$ cat config.mk
export PLATFORM = sky130hd
export DESIGN_NAME = binary_to_ascii_digits
export DESIGN_NICKNAME = d
export VERILOG_FILES = /design/src/b2a_pkg.sv /design/src/b2a_dabble_step.sv /design/src/binary_to_ascii_digits.sv
export SDC_FILE = /design/constraint.sdc
export NUM_CORES = 1
export LEC_CHECK = 0
export BUFFER_PORTS_ARGS = -buffer_cell sky130_fd_sc_hd__buf_2
export CAP_MARGIN = 0
export CORE_MARGIN = 2
export CORE_UTILIZATION = 50
export CTS_CLUSTER_SIZE = 30
export DETAILED_ROUTE_END_ITERATION = 10
export PLACE_DENSITY = 0.65
export SYNTH_ARGS = -nofsm -noshare
export SYNTH_HDL_FRONTEND = slang
export SYNTH_SLANG_ARGS = --single-unit
$ cat constraint.sdc
create_clock -name clk -period 11.85 [get_ports clk]
set_clock_uncertainty 0.2 [all_clocks]
set_input_delay 2.37 -clock clk [delete_from_list [all_inputs] [get_ports clk]]
set_output_delay 2.37 -clock clk [all_outputs]
set_load 0.1 [all_outputs]
$ cat src/b2a_pkg.sv
// Shared constants and the character encoder for the binary to ASCII converter.
package b2a_pkg;

  localparam int VALUE_BITS_DEF = 32;
  localparam int NIB_W          = 4;
  localparam int CHAR_W         = 7;

  localparam logic [NIB_W-1:0]  BCD_ADJ_LIMIT = 4'd5;
  localparam logic [NIB_W-1:0]  BCD_ADJ       = 4'd3;
  localparam logic [NIB_W-1:0]  NIB_NINE      = 4'h9;
  localparam logic [CHAR_W-1:0] ASCII_ZERO    = 7'h30;
  localparam logic [CHAR_W-1:0] ASCII_AT      = 7'h40;

  // Digits 0 to 9 map onto '0'..'9'; ten to fifteen onto 'A'..'F'.
  function automatic logic [CHAR_W-1:0] hex_char(input logic [NIB_W-1:0] nib);
    logic [NIB_W-1:0] ofs;
    ofs = nib - NIB_NINE;
    if (nib <= NIB_NINE) begin
      return ASCII_ZERO + {{(CHAR_W-NIB_W){1'b0}}, nib};
    end else begin
      return ASCII_AT + {{(CHAR_W-NIB_W){1'b0}}, ofs};
    end
  endfunction

endpackage

$ cat src/b2a_dabble_step.sv
// One shift-and-add-three step of the bit-serial binary to BCD conversion.
module b2a_dabble_step #(
  parameter int DIGITS = 10
) (
  input  logic [DIGITS*b2a_pkg::NIB_W-1:0] bcd_i,
  input  logic                             bit_i,
  output logic [DIGITS*b2a_pkg::NIB_W-1:0] bcd_o
);

  localparam int W = DIGITS * b2a_pkg::NIB_W;

  logic [W-1:0] adj;

  for (genvar g = 0; g < DIGITS; g++) begin : g_digit
    logic [b2a_pkg::NIB_W-1:0] d;
    assign d = bcd_i[g*b2a_pkg::NIB_W +: b2a_pkg::NIB_W];
    assign adj[g*b2a_pkg::NIB_W +: b2a_pkg::NIB_W] =
        (d >= b2a_pkg::BCD_ADJ_LIMIT) ? d + b2a_pkg::BCD_ADJ : d;
  end

  assign bcd_o = {adj[W-2:0], bit_i};

endmodule

$ cat src/binary_to_ascii_digits.sv
// Top level: converts a binary value into a stream of ASCII decimal or hex characters.
// Decimal: the request is accepted, VALUE_BITS conversion steps run, leading zeros are
// skipped silently one digit slot at a time, and the skip is left before emission begins.
// Hex: the request is accepted and then the HEX_CHARS characters are emitted.
// Characters appear one per cycle on out_strobe; the receiver cannot stall them.
// Synchronous active-low reset returns the sequencer to idle with no strobe pending.
module binary_to_ascii_digits #(
  parameter int VALUE_BITS = b2a_pkg::VALUE_BITS_DEF
) (
  input  logic                        clk,
  input  logic                        rst_n,
  input  logic                        start,
  output logic                        busy,
  input  logic                        in_action,
  input  logic [VALUE_BITS-1:0]       in_value,
  output logic                        out_strobe,
  output logic [b2a_pkg::CHAR_W-1:0]  out_ascii_char,
  output logic                        out_last
);

  localparam int DEC_DIGITS = (VALUE_BITS * 30103) / 100000 + 1;
  localparam int HEX_CHARS  = (VALUE_BITS + 3) / 4;
  localparam int DIG_W      = DEC_DIGITS * b2a_pkg::NIB_W;
  localparam int HEX_W      = HEX_CHARS * b2a_pkg::NIB_W;
  localparam int CNT_W      = $clog2(VALUE_BITS + 1);

  typedef enum logic [1:0] {ST_IDLE, ST_CONV, ST_SKIP, ST_EMIT} state_t;

  state_t                       state_r, state_nxt;
  logic [VALUE_BITS-1:0]        val_r, val_nxt;
  logic [DIG_W-1:0]             dig_r, dig_nxt;
  logic [CNT_W-1:0]             cnt_r, cnt_nxt;
  logic                         strobe_r, strobe_nxt;
  logic [b2a_pkg::CHAR_W-1:0]   char_r, char_nxt;
  logic                         last_r, last_nxt;
  logic [DIG_W-1:0]             dig_step;
  logic [b2a_pkg::NIB_W-1:0]    top_nib;

  b2a_dabble_step #(.DIGITS(DEC_DIGITS)) u_step (
    .bcd_i (dig_r),
    .bit_i (val_r[VALUE_BITS-1]),
    .bcd_o (dig_step)
  );

  assign top_nib = dig_r[DIG_W-1 -: b2a_pkg::NIB_W];

  always_comb begin
    state_nxt  = state_r;
    val_nxt    = val_r;
    dig_nxt    = dig_r;
    cnt_nxt    = cnt_r;
    strobe_nxt = 1'b0;
    char_nxt   = char_r;
    last_nxt   = last_r;
    unique case (state_r)
      ST_IDLE: begin
        if (start) begin
          val_nxt = in_value;
          dig_nxt = '0;
          if (in_action) begin
            // Hex characters are taken straight from the value, top nibble first.
            dig_nxt[DIG_W-1 -: HEX_W] = HEX_W'(in_value);
            cnt_nxt   = CNT_W'(HEX_CHARS);
            state_nxt = ST_EMIT;
          end else begin
            cnt_nxt   = CNT_W'(VALUE_BITS);
            state_nxt = ST_CONV;
          end
        end
      end
      ST_CONV: begin
        dig_nxt = dig_step;
        val_nxt = {val_r[VALUE_BITS-2:0], 1'b0};
        cnt_nxt = cnt_r - CNT_W'(1);
        if (cnt_r == CNT_W'(1)) begin
          cnt_nxt   = CNT_W'(DEC_DIGITS);
          state_nxt = ST_SKIP;
        end
      end
      ST_SKIP: begin
        // The last digit is always kept, so that zero still gives one character.
        if (top_nib == '0 && cnt_r != CNT_W'(1)) begin
          dig_nxt = {dig_r[DIG_W-b2a_pkg::NIB_W-1:0], {b2a_pkg::NIB_W{1'b0}}};
          cnt_nxt = cnt_r - CNT_W'(1);
        end else begin
          state_nxt = ST_EMIT;
        end
      end
      ST_EMIT: begin
        strobe_nxt = 1'b1;
        char_nxt   = b2a_pkg::hex_char(top_nib);
        last_nxt   = (cnt_r == CNT_W'(1));
        dig_nxt    = {dig_r[DIG_W-b2a_pkg::NIB_W-1:0], {b2a_pkg::NIB_W{1'b0}}};
        cnt_nxt    = cnt_r - CNT_W'(1);
        if (cnt_r == CNT_W'(1)) begin
          state_nxt = ST_IDLE;
        end
      end
      default: begin
        state_nxt = ST_IDLE;
      end
    endcase
  end

  always_ff @(posedge clk) begin
    if (!rst_n) begin
      state_r  <= ST_IDLE;
      strobe_r <= 1'b0;
    end else begin
      state_r  <= state_nxt;
      strobe_r <= strobe_nxt;
    end
    val_r  <= val_nxt;
    dig_r  <= dig_nxt;
    cnt_r  <= cnt_nxt;
    char_r <= char_nxt;
    last_r <= last_nxt;
  end

  assign busy           = (state_r != ST_IDLE);
  assign out_strobe     = strobe_r;
  assign out_ascii_char = char_r;
  assign out_last       = last_r;

  a_accept_busy: assert property (@(posedge clk) disable iff (!rst_n)
    start && !busy |=> busy)
    else $error("request accepted but converter not busy");

  a_strobe_in_request: assert property (@(posedge clk) disable iff (!rst_n)
    out_strobe |-> $past(busy))
    else $error("character strobed outside a request");

  // A new request may be taken while the last character is out, so only the strobe must stop.
  a_last_ends: assert property (@(posedge clk) disable iff (!rst_n)
    out_strobe && out_last |-> !busy ##1 !out_strobe)
    else $error("characters continue after the last one");

  a_char_range: assert property (@(posedge clk) disable iff (!rst_n)
    out_strobe |-> (out_ascii_char >= 7'h30 && out_ascii_char <= 7'h39) ||
                   (out_ascii_char >= 7'h41 && out_ascii_char <= 7'h46))
    else $error("character outside the digit set");

endmodule
==> metrics.md, run 1 <==
| Metric | Value |
|---|---|
| Leakage | 2.02 nW |
| Count of mapped cells out of synthesis | about 400 |
| WP data arrival | 1.56 ns |
| Worst flop-to-flop path endpoint | dig_r[4]$_DFFE_PP_ |
| Worst Path Max Fanout | 4 |
| Hold_sp | state_r[1]$_SDFFE_PN0P_ |
| # IOs | 46 |
| Hold Path Class | reg -> reg |
| R2R depth | 5 |
| FF-to-FF Start | cnt_r[3]$_DFFE_PP_ |
| Tmin final | approximately 4.1 ns |
| Routed Wire Length | 9090 microns |
| Setup crit start kind | register |
| Post-synthesis instance area | 4850 sq um |
| Largest net degree at the start of global routing | 47 |
| Top post-synthesis cells by area | edfxtp_1, mux2_2, ha_1, a22oi_1, o21ai_0 |
| Clock latency on the worst-skew pair | 0.35 ns |
| Synth Area per Inst | 12.2 sq um |
| CTS tree | built |
| Hold worst-path end | state_r[1]$_SDFFE_PN0P_ |
| Top cell type by total area after synthesis | edfxtp_1 |
| Final ANT Viol Nets | 0 |
| Async SR Flop Fraction | 0 |
| Total gr overflow | 0 |
| DR WL met2 | 4440 microns |
| Port buffer count | 45 |
| Number of synthesized flops with an enable pin | 85 |
| Critical path required time | 9.28 ns |
| Die width | a little over 100 microns |
| RSZ-0062 raised after global routing | no |
| Met3 WL | approximately 360 microns |
| Final Slew Violations | 0 |
| Detail Placement HPWL | just under 6000 microns |
| CTS buffer count | 9 |
| Outcome | finished, final reports clean |
| Die ar. | 10500 sq um |
| Ant diodes | 0 |
| Met1 wire length | 4170 microns |
| Fmax | 242 MHz |
| H-tree depth | 3 |
| Hold WS | 0.313 ns |
| Initial antenna violation count | 0 |
| Syn_nets | 460 |
| Post-cts resize count | 0 |
| Total of flip-flops plus latches after synthesis | 88 |
| Crit. End Element | primary output |
| Synth warnings | 0 |
| Postcts setup bufs | 0 |
| Core area | 9330 sq um |
| PwrDens | 284 nW/um^2 |
| Clk pin slew, worst setup/hold paths | 0.09 ns |
| Final setup viols | 0 |
| Synth top area share | 0.526 |
| Row count | 35 |
| Syn-to-layout area delta | 11.7% |
| DRT Pass-1 Iters | 5 |
| Post-CTS Hold Buffers | 0 |
| Sequential cell area fraction in the yosys report | 0.539 |
| Initial drt markers | between 100 and 150 |
| VDD IR max | 0.170 mV |
| Vias in the first global route | 3244 |
| CTS max path bufs | 2 |
| Worst-margin pin slew | 0.828 ns |
| Maxcap violations | 0 |
| Layout cells sized above 1 | 0.254 |
| DIE HEIGHT | a little over 100 microns |
| Worst hold path depth | 2 |
| Clock sink count | a little under 90 |
| R2R Setup Slk | approximately 9.4 ns |
| Global-route wire length before repair | approximately 15000 microns |
| Initial Utilization | 0.520 |
| Root buffer cell | clkbuf_8 |
| Distinct cell type count after synthesis | 41 |
| Setup total negative slack | 0 ns |
| Final period util | 0.349 |
| Routability cong. | 0.754 |
| Routed len/inst | 15.8 microns |
| Nets@finish | 504 |
| Rel. slew slack | 0.448 |
| Via count | 3193 |
| Drt drc | 0 |
| Via density per instance | 5.56 |
| Global-route usage over all layers | 0.189 |
| Top_reg_cell synth | edfxtp_1 |
| Max Used Layer | met4 |
| Final hold viol count | 0 |
| Kind of critical path | reg -> out |
[cell usage after synthesis (2+ instances only)]
master and number:
edfxtp_1 85, mux2_2 40, o21ai_0 31, ha_1 28, inv_1 26, a22oi_1 24
a21oi_1 21, xnor2_1 15, nor2_1 13, nor3_1 12, nand2b_1 10, clkbuf_1 9
nand2_1 9, nor3b_1 9, o21ai_1 9, xor2_1 9, a221o_1 8, buf_2 4
and2_1 3, buf_1 3, dfxtp_1 3, nor2b_1 3, a21oi_4 2, nand3_1 2
o22ai_1 2
[worst max-delay path: stages (launching register included)]
cell	delay, ns
dfxtp_1	0.39
inv_1	0.10
ha_1	0.24
inv_1	0.06
buf_2	0.41
[metal layers]
| metal | vias to the layer above | GRT usage |
|---|---|---|
| li1 | 1563 | - |
| met1 | 1545 | 0.243 |
| met2 | 76 | 0.326 |
| met3 | 9 | 0.0280 |
| met4 | 0 | 0.0636 |
| met5 | - | 0 |
[logic make-up after synthesis]
logic type	Yosys count	share of synthesized area
flip-flops	88	0.539
buffers and inverters	45	0.0369
multiplexers	41	0.0950
AO/OA/AOI/OAI	105	0.140
adder cells (fa/ha/maj)	28	0.0723
AND/OR/NAND/NOR	65	0.0733
XOR/XNOR	24	0.0434
[through the flow]
stage	setup WS (ns)	instances	utilization	instance area (sq um)	power (mW)
4_1_cts	7.70	574	0.581	5420	1.55
3_5_place_dp	8.05	558	0.559	5210	1.34
3_3_place_gp	8.05	558	0.559	5210	1.31
2_1_floorplan	6.48	396	-	4850	1.18
6_report	7.72	574	0.581	5420	1.54
5_1_grt	7.60	574	0.581	5420	1.66
[final cells by class]
type	count	area [sq um]
fillers	806	3910
flip-flops and latches	88	2610
multi-input cells	263	2070
repair buffers	50	263
well taps	129	161
clock buffers	13	159
inverters	28	106
clock inverters	3	42.5
[flip-flops by register name (all words and copies together) (netlist names)]
name,cells
val_r,32
state_r,2
out_ascii_char,6
out_last,1
cnt_r,6
dig_r,40
out_strobe,1
[worst max path at each step]
stage / from / end / slack [ns] / cells past startpoint
floorplan: start / cnt_r[0]$_DFFE_PP_ / 6.48 / 2
global placement: start / dig_r[17]$_DFFE_PP_ / 8.05 / 4
detailed placement: start / dig_r[21]$_DFFE_PP_ / 8.05 / 4
CTS: state_r[0]$_SDFFE_PN0P_ / busy / 7.70 / 4
global route: state_r[0]$_SDFFE_PN0P_ / busy / 7.60 / 4
finish: state_r[0]$_SDFFE_PN0P_ / busy / 7.72 / 4
[power breakdown]
| part | internal [mW] | switching, mW |
|---|---|---|
| registers | 0.556 | 0.0997 |
| logic | 0.277 | 0.396 |
| clock network | 0.109 | 0.103 |
[cells in the final DEF, fill, tap and decap left out, types with 2 or more instances in the layout]
cell type and count:
a21oi_4 3, clkbuf_8 11, and2_1 3, clkinv_2 2, nand3_1 2, nor2_1 12
buf_2 45, clkbuf_1 2, a22oi_1 24, a221o_1 8, nor2b_1 3, o21ai_0 31
nand2b_1 10, dfxtp_1 3, ha_1 28, o22ai_1 2, edfxtp_1 85, xnor2_1 15
nor3_1 12, o21ai_1 9, nor3b_1 9, a21oi_1 20, mux2_2 40, buf_4 5
nand2_1 9, inv_1 26, xor2_1 9
Power figures use the tool's default switching activity.
==> inputs of run 2 (changes only) <==
PLACE_DENSITY = 0.68   (was 0.65)
clock period = 3.7 ns   (was 11.85 ns; I/O delays follow)
==> run 2 against run 1 <==
  * First-iteration DRC count is 79% higher
  * Register-to-register slack worse by 8.3 ns
  * Sequential share of layout area is 0.089 points lower
  * Critical path depth is 2 higher
  * Die area stayed put
  * Routed wire length is 1.3% lower
  * Worst setup slack worse by 6.6 ns
  * Combinational power grew to 3.2 times the previous value
  * Final cell count stayed put
  * Flip-flop and latch count stayed put
  * Hold slack worse by 0.0076 ns
  * Critical path type is now reg -> reg
  * Largest cell class unchanged
  * Largest power group unchanged
  * Highest routed layer unchanged
==> metrics.md, run 2 (synthesis results as in run 1) <==
| Metric | Value |
|---|---|
| Drt drc | 0 (unchanged) |
| Ant diodes | 0 (unchanged) |
| Largest net degree at the start of global routing | 47 (unchanged) |
| Root buffer cell | clkbuf_8 |
| Initial antenna violation count | 0 (unchanged) |
| Final period util | 0.685 |
| Largest registers | dig_r x40, val_r x32 |
| Fmax | ~400 MHz |
| Layout cells sized above 1 | 0.252 (-0.00225) |
| H-tree depth | 3 (unchanged) |
| Initial Utilization | 0.520 (unchanged) |
| Global-route usage over all layers | 0.183 (-0.00532) |
| Routed Wire Length | 8980 microns (-1.3%) |
| CTS buffer count | 9 (unchanged) |
| Critical path required time | 3.68 ns (-5.60 ns) |
| Post-cts resize count | 0 (unchanged) |
| Pre-CTS setup slack | 1.16 ns (-6.89 ns) |
| Global-route wire length before repair | 14900 microns (-3.6%) |
| Clk pin slew, worst setup/hold paths | 0.09 ns (about the same) |
| Setup crit start kind | register |
| Most common cell after layout, fill and taps aside | edfxtp_1 |
| Worst-margin pin slew | 0.835 ns (+0.00701 ns) |
| Via density per instance | 5.58 (+0.34%) |
| CTS tree | built |
| Commonest non-fill, non-tap cells in the layout | edfxtp_1, buf_2, mux2_2 |
| Initial drt markers | 244 (+79%) |
| Routability cong. | 0.783 (+3.8%) |
| Max reg flops | 40 (unchanged) |
| Kind of critical path | reg -> reg |
| Hold worst-path end | state_r[1]$_SDFFE_PN0P_ |
| R2R Setup Slk | 1.16 ns (-8.26 ns) |
| VDD IR max | 0.445 mV (+160%) |
| Detail Placement HPWL | 6070 microns (+2.2%) |
| Nets@finish | 504 (unchanged) |
| Setup total negative slack | 0 ns (unchanged) |
| Fillers | 802 (-0.50%) |
| Worst Path Max Fanout | 23 (+19) |
| Critical Path Start | state_r[0]$_SDFFE_PN0P_ |
| DRT Pass-1 Iters | 5 (unchanged) |
| Routed len/inst | 15.6 microns (-1.3%) |
| WP data arrival | 2.52 ns (+0.96 ns) |
| RSZ-0062 raised after global routing | no |
| Port buffer count | 45 (unchanged) |
| Postcts setup bufs | 0 (unchanged) |
| Core area | 9330 sq um (unchanged) |
| Final setup margin | 1.16 ns (-6.56 ns) |
| Clock sink count | 88 (unchanged) |
| Crit. End Element | register |
| Post-CTS Hold Buffers | 0 (unchanged) |
| Leakage | 2.02 nW (about the same) |
| Tmin final | about 2.5 ns |
| Row count | 35 (unchanged) |
| Clock latency on the worst-skew pair | 0.35 ns (about the same) |
| CTS max path bufs | 2 (unchanged) |
| Final ANT Viol Nets | 0 (unchanged) |
| Via count | 3204 (+0.34%) |
| PwrDens | 914 nW/um^2 (+220%) |
| FF-to-FF Start | state_r[0]$_SDFFE_PN0P_ |
| Outcome | finished, final reports clean |
| Maxcap violations | 0 (unchanged) |
| Hold_sp | state_r[1]$_SDFFE_PN0P_ |
| Worst flop-to-flop path endpoint | dig_r[14]$_DFFE_PP_ |
| Final Slew Violations | 0 (unchanged) |
| Syn-to-layout area delta | 11.9% |
| Worst hold path depth | 2 (unchanged) |
| Final setup viols | 0 (unchanged) |
| R2R depth | 6 (+1) |
| Die ar. | 10500 sq um (unchanged) |
| Top reg by flops | dig_r |
| Total gr overflow | 0 (unchanged) |
| Vias in the first global route | 3092 (-4.7%) |
| Rel. slew slack | 0.444 (-0.00467) |
| Die width | 102 microns (unchanged) |
| DIE HEIGHT | 102 microns (unchanged) |
| Final hold viol count | 0 (unchanged) |
| Hold Path Class | reg -> reg |
| # IOs | 46 (unchanged) |
-- run 2: cell types whose count changed in the layout (fill, tap and decap cells not counted) --
| cell | previous run | this run |
|---|---|---|
| clkbuf_1 | 2 | 1 |
| clkinv_2 | 2 | 1 |
| clkbuf_8 | 11 | 9 |
| clkinv_4 | 0 | 1 |
| clkinv_1 | 0 | 2 |
| bufinv_16 | 1 | 2 |
-- run 2: final cells by class --
type                            instances  area [sq um]  area share
Inverter                               28           106      0.0196
Sequential cell                        88          2610       0.482
Tap cell                              129           161      0.0298
Multi-Input combinational cell        263          2070       0.382
Clock inverter                          6          83.8      0.0155
Timing Repair Buffer                   50           263      0.0484
Clock buffer                           10           128      0.0235
-- run 2: per-stage QoR --
step	area (sq um)	total power [mW]	util	hold slack, ns	cells
4_1_cts	5430	5.00	0.582	0.309	574
6_report	5430	4.96	0.582	0.305	574
3_3_place_gp	5210	4.19	0.559	0.286	558
5_1_grt	5430	5.33	0.582	0.349	574
3_5_place_dp	5210	4.27	0.559	0.297	558
2_1_floorplan	4850	3.77	-	0.268	396
-- run 2: worst max path at each step --
stage	end	slack, ns
finish	dig_r[14]$_DFFE_PP_	1.16
floorplan	cnt_r[0]$_DFFE_PP_	0.78
CTS	dig_r[10]$_DFFE_PP_	1.13
detailed placement	dig_r[9]$_DFFE_PP_	1.16
global placement	dig_r[10]$_DFFE_PP_	1.24
global route	dig_r[10]$_DFFE_PP_	0.94
-- run 2: worst max-delay path: stages (launching register included) --
cell     delay, ns
dfxtp_1       0.39
ha_1          0.44
nor2_1        0.10
nor2_2        0.58
buf_4         0.41
a22oi_1       0.11
o21ai_0       0.12
-- run 2: power breakdown --
group	internal [mW]	total, mW	switching, mW
logic	0.886	2.15	1.27
registers	1.78	2.10	0.318
clock network	0.378	0.705	0.328
total	3.04	4.96	1.91
-- run 2: metal layers --
layer  global-route usage  vias up  routed length (microns)
met2                0.302       89                     4380
met3               0.0438        6                      475
met1                0.249     1545                     4070
li1                     -     1564                        -
met4               0.0379        0                       52
met5                    0        -                        0
